<file path="config.mk">
export PLATFORM = sky130hd
export DESIGN_NAME = shared_buffer_multi_queue_flat
export DESIGN_NICKNAME = d
export VERILOG_FILES = /design/src/rtl/core/sbmq_pkg.sv /design/src/rtl/core/sbmq_if.sv /design/src/rtl/core/sbmq_ctrl.sv /design/src/rtl/core/sbmq_dp.sv /design/src/rtl/core/shared_buffer_multi_queue.sv /design/src/flat_wrapper.sv
export SDC_FILE = /design/constraint.sdc
export NUM_CORES = 1
export LEC_CHECK = 0
export BUFFER_PORTS_ARGS = -buffer_cell sky130_fd_sc_hd__clkbuf_2
export CORE_MARGIN = 2
export CORE_UTILIZATION = 63
export CTS_CLUSTER_DIAMETER = 120
export CTS_CLUSTER_SIZE = 30
export DETAILED_ROUTE_END_ITERATION = 8
export PLACE_DENSITY_LB_ADDON = 0.15
export SLEW_MARGIN = 40
export SYNTH_ARGS = -nofsm -noshare
export SYNTH_HDL_FRONTEND = slang
export SYNTH_SLANG_ARGS = --single-unit
</file>
<file path="constraint.sdc">
create_clock -name clk_i -period 3.51 [get_ports clk_i]
set_input_delay 0.1755 -clock clk_i [delete_from_list [all_inputs] [get_ports clk_i]]
set_output_delay 0.1755 -clock clk_i [all_outputs]
set_load 0.05 [all_outputs]
</file>
<file path="src/rtl/core/sbmq_pkg.sv">
// Shared types, codes and defaults for the shared-buffer multi-queue.
package sbmq_pkg;

  localparam int unsigned ENTRIES_DEF = 16;
  localparam int unsigned QUEUES_DEF  = 4;

  localparam int unsigned DATA_W = 32;
  localparam int unsigned QIDX_W = 2;

  localparam logic signed [DATA_W-1:0] DATA_ZERO      = '0;
  localparam logic signed [DATA_W-1:0] DATA_UNDERFLOW = '1;

  typedef enum logic {
    CMD_ENQUEUE = 1'b0,
    CMD_DEQUEUE = 1'b1
  } cmd_e;

  typedef enum logic [1:0] {
    STAT_OK        = 2'd0,
    STAT_OVERFLOW  = 2'd1,
    STAT_UNDERFLOW = 2'd2
  } status_e;

  // controller -> datapath
  typedef struct packed {
    logic accept;
    logic read_enq;
    logic read_deq;
    logic commit_enq;
    logic link_tail;
    logic commit_deq;
    logic set_ovf;
    logic set_udf;
    logic load_out;
  } ctl_cmd_t;

  // datapath -> controller
  typedef struct packed {
    logic is_deq;
    logic q_valid;
    logic q_nonempty;
    logic free_empty;
  } dp_stat_t;

endpackage

</file>
<file path="src/rtl/core/sbmq_if.sv">
// Request and response channel interfaces of the shared-buffer multi-queue.
interface sbmq_in_if;
  logic                                 valid;
  logic                                 ready;
  sbmq_pkg::cmd_e                       command;
  logic [sbmq_pkg::QIDX_W-1:0]          queue_index;
  logic signed [sbmq_pkg::DATA_W-1:0]   write_data;

  modport source (output valid, command, queue_index, write_data, input ready);
  modport sink   (input valid, command, queue_index, write_data, output ready);
endinterface

interface sbmq_out_if;
  logic                                 valid;
  logic                                 ready;
  logic signed [sbmq_pkg::DATA_W-1:0]   read_data;
  sbmq_pkg::status_e                    status;

  modport source (output valid, read_data, status, input ready);
  modport sink   (input valid, read_data, status, output ready);
endinterface

</file>
<file path="src/rtl/core/sbmq_ctrl.sv">
// Sequencer for one enqueue or dequeue item at a time, plus output handshake.
module sbmq_ctrl (
  input  logic               clk_i,
  input  logic               rst_ni,
  input  logic               in_valid_i,
  output logic               in_ready_o,
  output logic               out_valid_o,
  input  logic               out_ready_i,
  input  sbmq_pkg::dp_stat_t stat_i,
  output sbmq_pkg::ctl_cmd_t cmd_o
);

  localparam logic [2:0] S_IDLE = 3'd0;
  localparam logic [2:0] S_LOOK = 3'd1;
  localparam logic [2:0] S_ENQ  = 3'd2;
  localparam logic [2:0] S_LINK = 3'd3;
  localparam logic [2:0] S_DEQ  = 3'd4;
  localparam logic [2:0] S_OUT  = 3'd5;

  logic [2:0] state_d, state_q;
  logic       out_valid_d, out_valid_q;

  always_comb begin
    cmd_o   = '0;
    state_d = state_q;
    unique case (state_q)
      S_IDLE: begin
        if (in_valid_i) begin
          cmd_o.accept = 1'b1;
          state_d      = S_LOOK;
        end
      end
      S_LOOK: begin
        if (!stat_i.is_deq) begin
          if (!stat_i.q_valid || stat_i.free_empty) begin
            cmd_o.set_ovf = 1'b1;
            state_d       = S_OUT;
          end else begin
            cmd_o.read_enq = 1'b1;
            state_d        = S_ENQ;
          end
        end else if (!stat_i.q_nonempty) begin
          cmd_o.set_udf = 1'b1;
          state_d       = S_OUT;
        end else begin
          cmd_o.read_deq = 1'b1;
          state_d        = S_DEQ;
        end
      end
      S_ENQ: begin
        cmd_o.commit_enq = 1'b1;
        // old tail still needs its next pointer patched
        state_d = stat_i.q_nonempty ? S_LINK : S_OUT;
      end
      S_LINK: begin
        cmd_o.link_tail = 1'b1;
        state_d         = S_OUT;
      end
      S_DEQ: begin
        cmd_o.commit_deq = 1'b1;
        state_d          = S_OUT;
      end
      S_OUT: begin
        if (!out_valid_q || out_ready_i) begin
          cmd_o.load_out = 1'b1;
          state_d        = S_IDLE;
        end
      end
      default: state_d = S_IDLE;
    endcase
  end

  assign out_valid_d = cmd_o.load_out | (out_valid_q & ~out_ready_i);
  assign in_ready_o  = (state_q == S_IDLE);
  assign out_valid_o = out_valid_q;

  always_ff @(posedge clk_i or negedge rst_ni) begin
    if (!rst_ni) begin
      state_q     <= S_IDLE;
      out_valid_q <= 1'b0;
    end else begin
      state_q     <= state_d;
      out_valid_q <= out_valid_d;
    end
  end

endmodule

</file>
<file path="src/rtl/core/sbmq_dp.sv">
// Datapath: queue pointer memory, link memory with free list, data memory.
module sbmq_dp #(
  parameter int unsigned ENTRIES = sbmq_pkg::ENTRIES_DEF,
  parameter int unsigned QUEUES  = sbmq_pkg::QUEUES_DEF
) (
  input  logic                               clk_i,
  input  logic                               rst_ni,
  input  sbmq_pkg::ctl_cmd_t                 cmd_i,
  output sbmq_pkg::dp_stat_t                 stat_o,
  input  sbmq_pkg::cmd_e                     in_command_i,
  input  logic [sbmq_pkg::QIDX_W-1:0]        in_queue_index_i,
  input  logic signed [sbmq_pkg::DATA_W-1:0] in_write_data_i,
  output logic signed [sbmq_pkg::DATA_W-1:0] out_read_data_o,
  output sbmq_pkg::status_e                  out_status_o
);

  localparam int unsigned IdxW = $clog2(ENTRIES);
  localparam int unsigned PtrW = $clog2(ENTRIES + 1);
  localparam int unsigned QW   = (QUEUES > 1) ? $clog2(QUEUES) : 1;
  localparam logic [PtrW-1:0] LinkNull = PtrW'(ENTRIES);

  // latched item
  sbmq_pkg::cmd_e                     item_cmd_q;
  logic [sbmq_pkg::QIDX_W-1:0]        item_q_q;
  logic signed [sbmq_pkg::DATA_W-1:0] item_data_q;

  logic [31:0]   qin_ext, qitem_ext;
  logic [QW-1:0] qaddr_in, qaddr;
  logic          q_valid, q_nonempty;

  // per-queue {head, tail}
  logic [2*IdxW-1:0] qmem [QUEUES];
  logic [2*IdxW-1:0] qrd_q;
  logic [IdxW-1:0]   head_rd, tail_rd;
  logic [QUEUES-1:0] ne_q;

  logic [PtrW-1:0] link_mem [ENTRIES];
  logic [PtrW-1:0] link_rd_q, link_val;
  logic [PtrW-1:0] free_head_q, fill_q;
  logic [IdxW-1:0] link_raddr, idx_q;
  logic            fresh_q;
  logic            deq_last;

  logic                link_we;
  logic [IdxW-1:0]     link_waddr;
  logic [PtrW-1:0]     link_wdata;

  logic signed [sbmq_pkg::DATA_W-1:0] data_mem [ENTRIES];
  logic signed [sbmq_pkg::DATA_W-1:0] data_rd_q;

  logic signed [sbmq_pkg::DATA_W-1:0] res_data_q, out_data_q;
  sbmq_pkg::status_e                  res_status_q, out_status_q;

  assign qin_ext   = 32'(in_queue_index_i);
  assign qitem_ext = 32'(item_q_q);
  assign qaddr_in  = qin_ext[QW-1:0];
  assign qaddr     = qitem_ext[QW-1:0];

  assign q_valid    = qitem_ext < 32'(QUEUES);
  assign q_nonempty = q_valid && ne_q[qaddr];
  assign head_rd    = qrd_q[2*IdxW-1:IdxW];
  assign tail_rd    = qrd_q[IdxW-1:0];

  assign stat_o.is_deq     = (item_cmd_q == sbmq_pkg::CMD_DEQUEUE);
  assign stat_o.q_valid    = q_valid;
  assign stat_o.q_nonempty = q_nonempty;
  assign stat_o.free_empty = (free_head_q == LinkNull);

  // entries at or above the fill count were never written: next is index + 1
  assign link_raddr = cmd_i.read_enq ? free_head_q[IdxW-1:0] : head_rd;
  assign link_val   = fresh_q ? (PtrW'(idx_q) + PtrW'(1)) : link_rd_q;
  assign deq_last   = (idx_q == tail_rd) || (link_val >= LinkNull);

  always_comb begin
    link_we    = 1'b0;
    link_waddr = idx_q;
    link_wdata = LinkNull;
    priority if (cmd_i.commit_enq) begin
      link_we = 1'b1;
    end else if (cmd_i.link_tail) begin
      link_we    = 1'b1;
      link_waddr = tail_rd;
      link_wdata = PtrW'(idx_q);
    end else if (cmd_i.commit_deq) begin
      link_we    = 1'b1;
      link_wdata = free_head_q;
    end
  end

  always_ff @(posedge clk_i) begin
    if (cmd_i.accept) begin
      item_cmd_q  <= in_command_i;
      item_q_q    <= in_queue_index_i;
      item_data_q <= in_write_data_i;
      qrd_q       <= qmem[qaddr_in];
    end
    if (cmd_i.read_enq || cmd_i.read_deq) begin
      link_rd_q <= link_mem[link_raddr];
      data_rd_q <= data_mem[link_raddr];
      idx_q     <= link_raddr;
      fresh_q   <= (PtrW'(link_raddr) >= fill_q);
    end
    if (link_we) begin
      link_mem[link_waddr] <= link_wdata;
    end
    if (cmd_i.commit_enq) begin
      data_mem[idx_q] <= item_data_q;
      qmem[qaddr]     <= {(q_nonempty ? head_rd : idx_q), idx_q};
    end else if (cmd_i.commit_deq && !deq_last) begin
      qmem[qaddr] <= {link_val[IdxW-1:0], tail_rd};
    end
    priority if (cmd_i.commit_enq) begin
      res_data_q   <= sbmq_pkg::DATA_ZERO;
      res_status_q <= sbmq_pkg::STAT_OK;
    end else if (cmd_i.commit_deq) begin
      res_data_q   <= data_rd_q;
      res_status_q <= sbmq_pkg::STAT_OK;
    end else if (cmd_i.set_ovf) begin
      res_data_q   <= sbmq_pkg::DATA_ZERO;
      res_status_q <= sbmq_pkg::STAT_OVERFLOW;
    end else if (cmd_i.set_udf) begin
      res_data_q   <= sbmq_pkg::DATA_UNDERFLOW;
      res_status_q <= sbmq_pkg::STAT_UNDERFLOW;
    end
    if (cmd_i.load_out) begin
      out_data_q   <= res_data_q;
      out_status_q <= res_status_q;
    end
  end

  always_ff @(posedge clk_i or negedge rst_ni) begin
    if (!rst_ni) begin
      ne_q        <= '0;
      free_head_q <= '0;
      fill_q      <= '0;
    end else begin
      if (cmd_i.commit_enq) begin
        ne_q[qaddr] <= 1'b1;
        free_head_q <= link_val;
        if (fresh_q) begin
          fill_q <= fill_q + PtrW'(1);
        end
      end else if (cmd_i.commit_deq) begin
        if (deq_last) begin
          ne_q[qaddr] <= 1'b0;
        end
        free_head_q <= PtrW'(idx_q);
      end
    end
  end

  assign out_read_data_o = out_data_q;
  assign out_status_o    = out_status_q;

endmodule

</file>
<file path="src/rtl/core/shared_buffer_multi_queue.sv">
// Top level: several FIFO queues sharing one linked entry store with a free list.
//
//   channel  dir  handshake            payload
//   in_i     in   in_i.valid/ready     command, queue_index, write_data
//   out_o    out  out_o.valid/ready    read_data, status
//
// Every item gives one result. The sequencer steps through accept, look-up and output
// on overflow or underflow; a dequeue or an enqueue adds a commit step, and an enqueue
// to a nonempty queue also a link step (old tail linked via the one link write port).
// Reset is asynchronous, active low; the link memory uses a fill count, no clearing pass.
// One result can wait at the output while the next item runs; a second one stalls.
module shared_buffer_multi_queue #(
  parameter int unsigned ENTRIES = sbmq_pkg::ENTRIES_DEF,
  parameter int unsigned QUEUES  = sbmq_pkg::QUEUES_DEF
) (
  input  logic              clk_i,
  input  logic              rst_ni,
  sbmq_in_if.sink           in_i,
  sbmq_out_if.source        out_o
);

  sbmq_pkg::ctl_cmd_t ctl_cmd;
  sbmq_pkg::dp_stat_t dp_stat;
  logic               in_ready;
  logic               out_valid;

  sbmq_ctrl u_ctrl (
    .clk_i       (clk_i),
    .rst_ni      (rst_ni),
    .in_valid_i  (in_i.valid),
    .in_ready_o  (in_ready),
    .out_valid_o (out_valid),
    .out_ready_i (out_o.ready),
    .stat_i      (dp_stat),
    .cmd_o       (ctl_cmd)
  );

  sbmq_dp #(
    .ENTRIES (ENTRIES),
    .QUEUES  (QUEUES)
  ) u_dp (
    .clk_i            (clk_i),
    .rst_ni           (rst_ni),
    .cmd_i            (ctl_cmd),
    .stat_o           (dp_stat),
    .in_command_i     (in_i.command),
    .in_queue_index_i (in_i.queue_index),
    .in_write_data_i  (in_i.write_data),
    .out_read_data_o  (out_o.read_data),
    .out_status_o     (out_o.status)
  );

  assign in_i.ready  = in_ready;
  assign out_o.valid = out_valid;

  // one item in flight: no second accept right after one
  a_one_in_flight: assert property (@(posedge clk_i) disable iff (!rst_ni)
    (in_i.valid && in_ready) |=> !in_ready)
    else $error("item accepted while another is in flight");

  a_single_commit: assert property (@(posedge clk_i) disable iff (!rst_ni)
    $onehot0({ctl_cmd.commit_enq, ctl_cmd.commit_deq, ctl_cmd.set_ovf, ctl_cmd.set_udf}))
    else $error("more than one result source in a cycle");

  a_enq_has_entry: assert property (@(posedge clk_i) disable iff (!rst_ni)
    ctl_cmd.commit_enq |-> (!dp_stat.free_empty && dp_stat.q_valid && !dp_stat.is_deq))
    else $error("enqueue committed without a free entry");

  a_deq_nonempty: assert property (@(posedge clk_i) disable iff (!rst_ni)
    ctl_cmd.commit_deq |-> (dp_stat.q_nonempty && dp_stat.is_deq))
    else $error("dequeue committed on an empty queue");

  a_underflow_data: assert property (@(posedge clk_i) disable iff (!rst_ni)
    (out_valid && out_o.status == sbmq_pkg::STAT_UNDERFLOW) |-> (out_o.read_data == -1))
    else $error("underflow result without all-ones data");

endmodule

</file>
<file path="src/flat_wrapper.sv">
// flat-port wrapper written by rule: the top's interface ports become plain ports
module shared_buffer_multi_queue_flat 
#(
  parameter int unsigned ENTRIES = sbmq_pkg::ENTRIES_DEF,
  parameter int unsigned QUEUES  = sbmq_pkg::QUEUES_DEF
)
  (clk_i, rst_ni, in_i_valid, in_i_command, in_i_queue_index, in_i_write_data, in_i_ready, out_o_valid, out_o_read_data, out_o_status, out_o_ready);
  sbmq_in_if in_i_i ();
  sbmq_out_if out_o_i ();
  input  logic clk_i;
  input  logic rst_ni;
  input wire logic [$bits(in_i_i.valid)-1:0] in_i_valid;
  input wire logic [$bits(in_i_i.command)-1:0] in_i_command;
  input wire logic [$bits(in_i_i.queue_index)-1:0] in_i_queue_index;
  input wire logic [$bits(in_i_i.write_data)-1:0] in_i_write_data;
  output wire logic [$bits(in_i_i.ready)-1:0] in_i_ready;
  output wire logic [$bits(out_o_i.valid)-1:0] out_o_valid;
  output wire logic [$bits(out_o_i.read_data)-1:0] out_o_read_data;
  output wire logic [$bits(out_o_i.status)-1:0] out_o_status;
  input wire logic [$bits(out_o_i.ready)-1:0] out_o_ready;
  assign in_i_i.valid = in_i_valid;
  assign in_i_i.command = in_i_command;
  assign in_i_i.queue_index = in_i_queue_index;
  assign in_i_i.write_data = in_i_write_data;
  assign in_i_ready = in_i_i.ready;
  assign out_o_valid = out_o_i.valid;
  assign out_o_read_data = out_o_i.read_data;
  assign out_o_status = out_o_i.status;
  assign out_o_i.ready = out_o_ready;
  shared_buffer_multi_queue #(.ENTRIES(ENTRIES), .QUEUES(QUEUES)) u_core (.clk_i(clk_i), .rst_ni(rst_ni), .in_i(in_i_i), .out_o(out_o_i));
endmodule
</file>
==> impl_metrics.yaml <==
hold_path:
  hp-class: "input pin to register"
  min_to: "u_core.u_dp.item_data_q[31]$_DFFE_PP_"
  min_path_cells: 2
  min_from: "in_i_write_data[31]"
clocking:
  clk_latency_ps: 670
  numCtsBuffers: 30
  cts-htree-levels: 1
  clkTransAtPathRegs_ps: 120
  cts_root_buffer: "clkbuf_16"
  cts_tree: "done"
  cts_buffer_depth: 3
  cts_sinks: 795
  postCtsSetupRepairBufs: 0
drt:
  first_iter_violations: 4245
  route.vias.total: 27095
  wirelength_um: 105000
  dr.pass1.iters: 6
  vias_per_cell: 7.53
  drtAntennaViolNets: 0
  drc: 0
  avgRoutedWirePerCell_um: 29.1
finish:
  final_layout_size_suffix_gt1_share_pct: 9.01
  fin_nets: 2867
  regArea_um2: 23400
  area_delta_synth_final_pct: 6.71
  final_common_cell: "edfxtp_1"
  final_cell_mix: "edfxtp_1, o211ai_1, o21ai_0, nand3_1"
  final_cells: 3596
  fill_cells: 4023
  antenna_cells: 0
  fin_area_um2: 39300
  multiInputGateArea_um2: 12200
grt:
  gr-usage-all-layers_pct: 34.0
  grt_max_degree: 171
  grt_pass1_wl_um: 157000
  grt_overflow: 0
  antenna_found_initial: 2
  grt_pass1_vias: 25686
worst_setup_path:
  required_ps: 3950
  worstRegToRegCells: 7
  critical_path_arrival_ps: 3550
  endpoint_kind: "register"
  worstReg2RegStart: "u_core.u_ctrl.state_q[1]$_DFFE_PN0P_"
  rrSetupSlack_ps: 400
  worstReg2RegEnd: "u_core.u_dp.data_rd_q[14]$_DFFE_PP_"
  path_class: "register to register"
  crit_fanout: 26
  worstSetupStartpointType: "register"
logic_synthesis:
  synth-seq-cells: 795
  syn_area_per_cell_um2: 12.7
  synth.distinct_cells: 57
  yosysWarnings: 0
  synth_edf_count: 743
  ys_seq_area_share_pct: 63.6
  dominantRegCellSynth: "edfxtp_1"
  synth_fp_nets: 2957
  synthArstFlopShare_pct: 2.26
  synth_area_um2: 36900
  synthCells: 2909
power_and_ir_drop:
  peakVddDrop_mv: 0.838
  total_power_mw: 26.0
  powerDensity_nw_per_um2: 660
  p_leak_nw: 11.8
placed_design:
  postPlaceCellArea_um2: 38000
  dp_hpwl_um: 55200
  port_buffers: 74
  place.gp.congestion: 0.854
  dp.cells: 3508
  dp_slack_ps: 559
floorplanning:
  coreArea_um2: 57800
  fp.dieArea_um2: 60500
  initial_utilization_pct: 63.8
  die_h_um: 246
  core.rowCount: 88
  dieWidth_um: 246
  top_level_ports: 75
timing:
  fmaxAchievable_mhz: 322
  fin_skew_ps: 29.1
  period_minus_slack_ps: 3110
  finalSetupViolCount: 0
  max-slew-margin-rel_pct: 38.2
  rsz0062_at_grt: "no"
  worst_pin_slew_ps: 928
  fin_setup_tns_ps: 0
  setup_ws_ps: 402
  finalCritPeriodShare_pct: 88.6
  hold_viol: 0
  maxSlewViolCount: 0
run_status:
  status: "finished, final reports clean"
job:
  drv_cap: 0
==> Yosys cell counts, drive strengths merged (2+ instances only) <==
library cell	number	area, um2
a21boi	78	586
a21o	4	30.0
a21oi	39	199
a22o	7	61.3
a22oi	113	848
a311o	37	370
a31oi	7	43.8
a32o	36	360
a32oi	223	1950
and2	240	1500
and3	4	25.0
buf	56	312
clkbuf	269	1010
clkinv	2	7.51
dfrtp	18	450
dfxtp	34	681
edfxtp	743	22300
ha	9	113
inv	9	33.8
mux2	7	78.8
mux2i	6	60.1
mux4	9	203
nand2	68	255
nand2b	6	37.5
nand3	228	1140
nand4	44	275
nor2	35	131
nor2b	6	37.5
nor3	5	25.0
nor3b	5	37.5
nor4b	2	30.0
o211ai	256	1940
o21ai	239	1200
o221ai	2	17.5
o22ai	39	264
o32ai	3	45.1
or3	3	23.8
xnor2	8	70.1
xor2	2	17.5
==> power by group <==
part / internal, mW / leakage [nW] / switching [mW] / total, mW
combinational: 2.78 / 4.13 / 6.13 / 8.91
sequential: 11.8 / 7.24 / 0.856 / 12.6
clock: 1.65 / 0.403 / 2.78 / 4.43
==> flip-flops by register name (all words and copies together) (netlist names), 8 cells and up, named ones only <==
| signal | count |
|---|---|
| u_core.u_dp.data_mem | 512 |
| u_core.u_dp.item_data_q | 32 |
| u_core.u_dp.res_data_q | 32 |
| u_core.u_dp.out_read_data_o | 32 |
| u_core.u_dp.qrd_q | 8 |
| u_core.u_dp.data_rd_q | 32 |
| u_core.u_dp.link_mem | 80 |
| u_core.u_dp.qmem | 32 |
==> through the flow <==
stage	util, %	hold WS [ps]
detailed placement	65.7	157
global placement	65.6	157
global route	68.1	217
CTS	67.9	198
floorplan	-	-120
finish	68.1	220
==> per-layer routing <==
metal,track usage (%),vias up,share of wire (%)
met4,12.2,2,3.7
met3,6.58,283,13
met1,49.3,13354,38
met2,51.7,1916,46
li1,-,11540,-
met5,0,-,0.012
==> cell families after synthesis <==
| kind of cell | after synthesis | share of synthesized area [%] |
|---|---|---|
| simple gates | 650 | 9.65 |
| flops | 795 | 63.6 |
| fa+ha+maj | 9 | 0.305 |
| compound gates | 1087 | 21.6 |
| mux | 22 | 0.927 |
| buf+inv | 336 | 3.70 |
| xor+xnor | 10 | 0.238 |
==> layout make-up <==
| type | count | share of cell area (%) |
|---|---|---|
| Inverter | 11 | 0.111 |
| Sequential cell | 795 | 59.6 |
| Timing Repair Buffer | 203 | 4.70 |
| Multi-Input combinational cell | 1778 | 31.0 |
| Tap cell | 765 | 2.43 |
| Clock buffer | 43 | 2.09 |
| Clock inverter | 1 | 0.0413 |
==> critical path: stages (launching register included) <==
cell and delay (ps):
dfrtp_1 580, nor4b_4 470, buf_4 270, nand3_1 220, o22ai_4 610, buf_12 320
a22oi_1 130, nand4_1 260
==> how the worst max path moves through the flow <==
stage	from	to	slack, ps	cells past startpoint
3_3_place_gp	u_core.u_ctrl.state_q[1]$_DFFE_PN0P_	u_core.u_dp.data_rd_q[14]$_DFFE_PP_	610	7
2_1_floorplan	u_core.u_ctrl.state_q[1]$_DFFE_PN0P_	u_core.u_dp.item_cmd_q$_DFFE_PP_	170	3
5_1_grt	u_core.u_ctrl.state_q[1]$_DFFE_PN0P_	u_core.u_dp.data_rd_q[14]$_DFFE_PP_	300	8
4_1_cts	u_core.u_ctrl.state_q[1]$_DFFE_PN0P_	u_core.u_dp.data_rd_q[14]$_DFFE_PP_	520	7
6_report	u_core.u_ctrl.state_q[1]$_DFFE_PN0P_	u_core.u_dp.data_rd_q[14]$_DFFE_PP_	400	7
3_5_place_dp	u_core.u_ctrl.state_q[1]$_DFFE_PN0P_	u_core.u_dp.data_rd_q[14]$_DFFE_PP_	560	7
==> repair_timing <==
item                                    4_1_cts  5_1_grt
resized for setup                             0        0
endpoints found under the hold margin        55        0
hold buffers                                 40        0
endpoints found under the setup margin        0        0
Note: power is estimated with default switching activity, not from simulation.
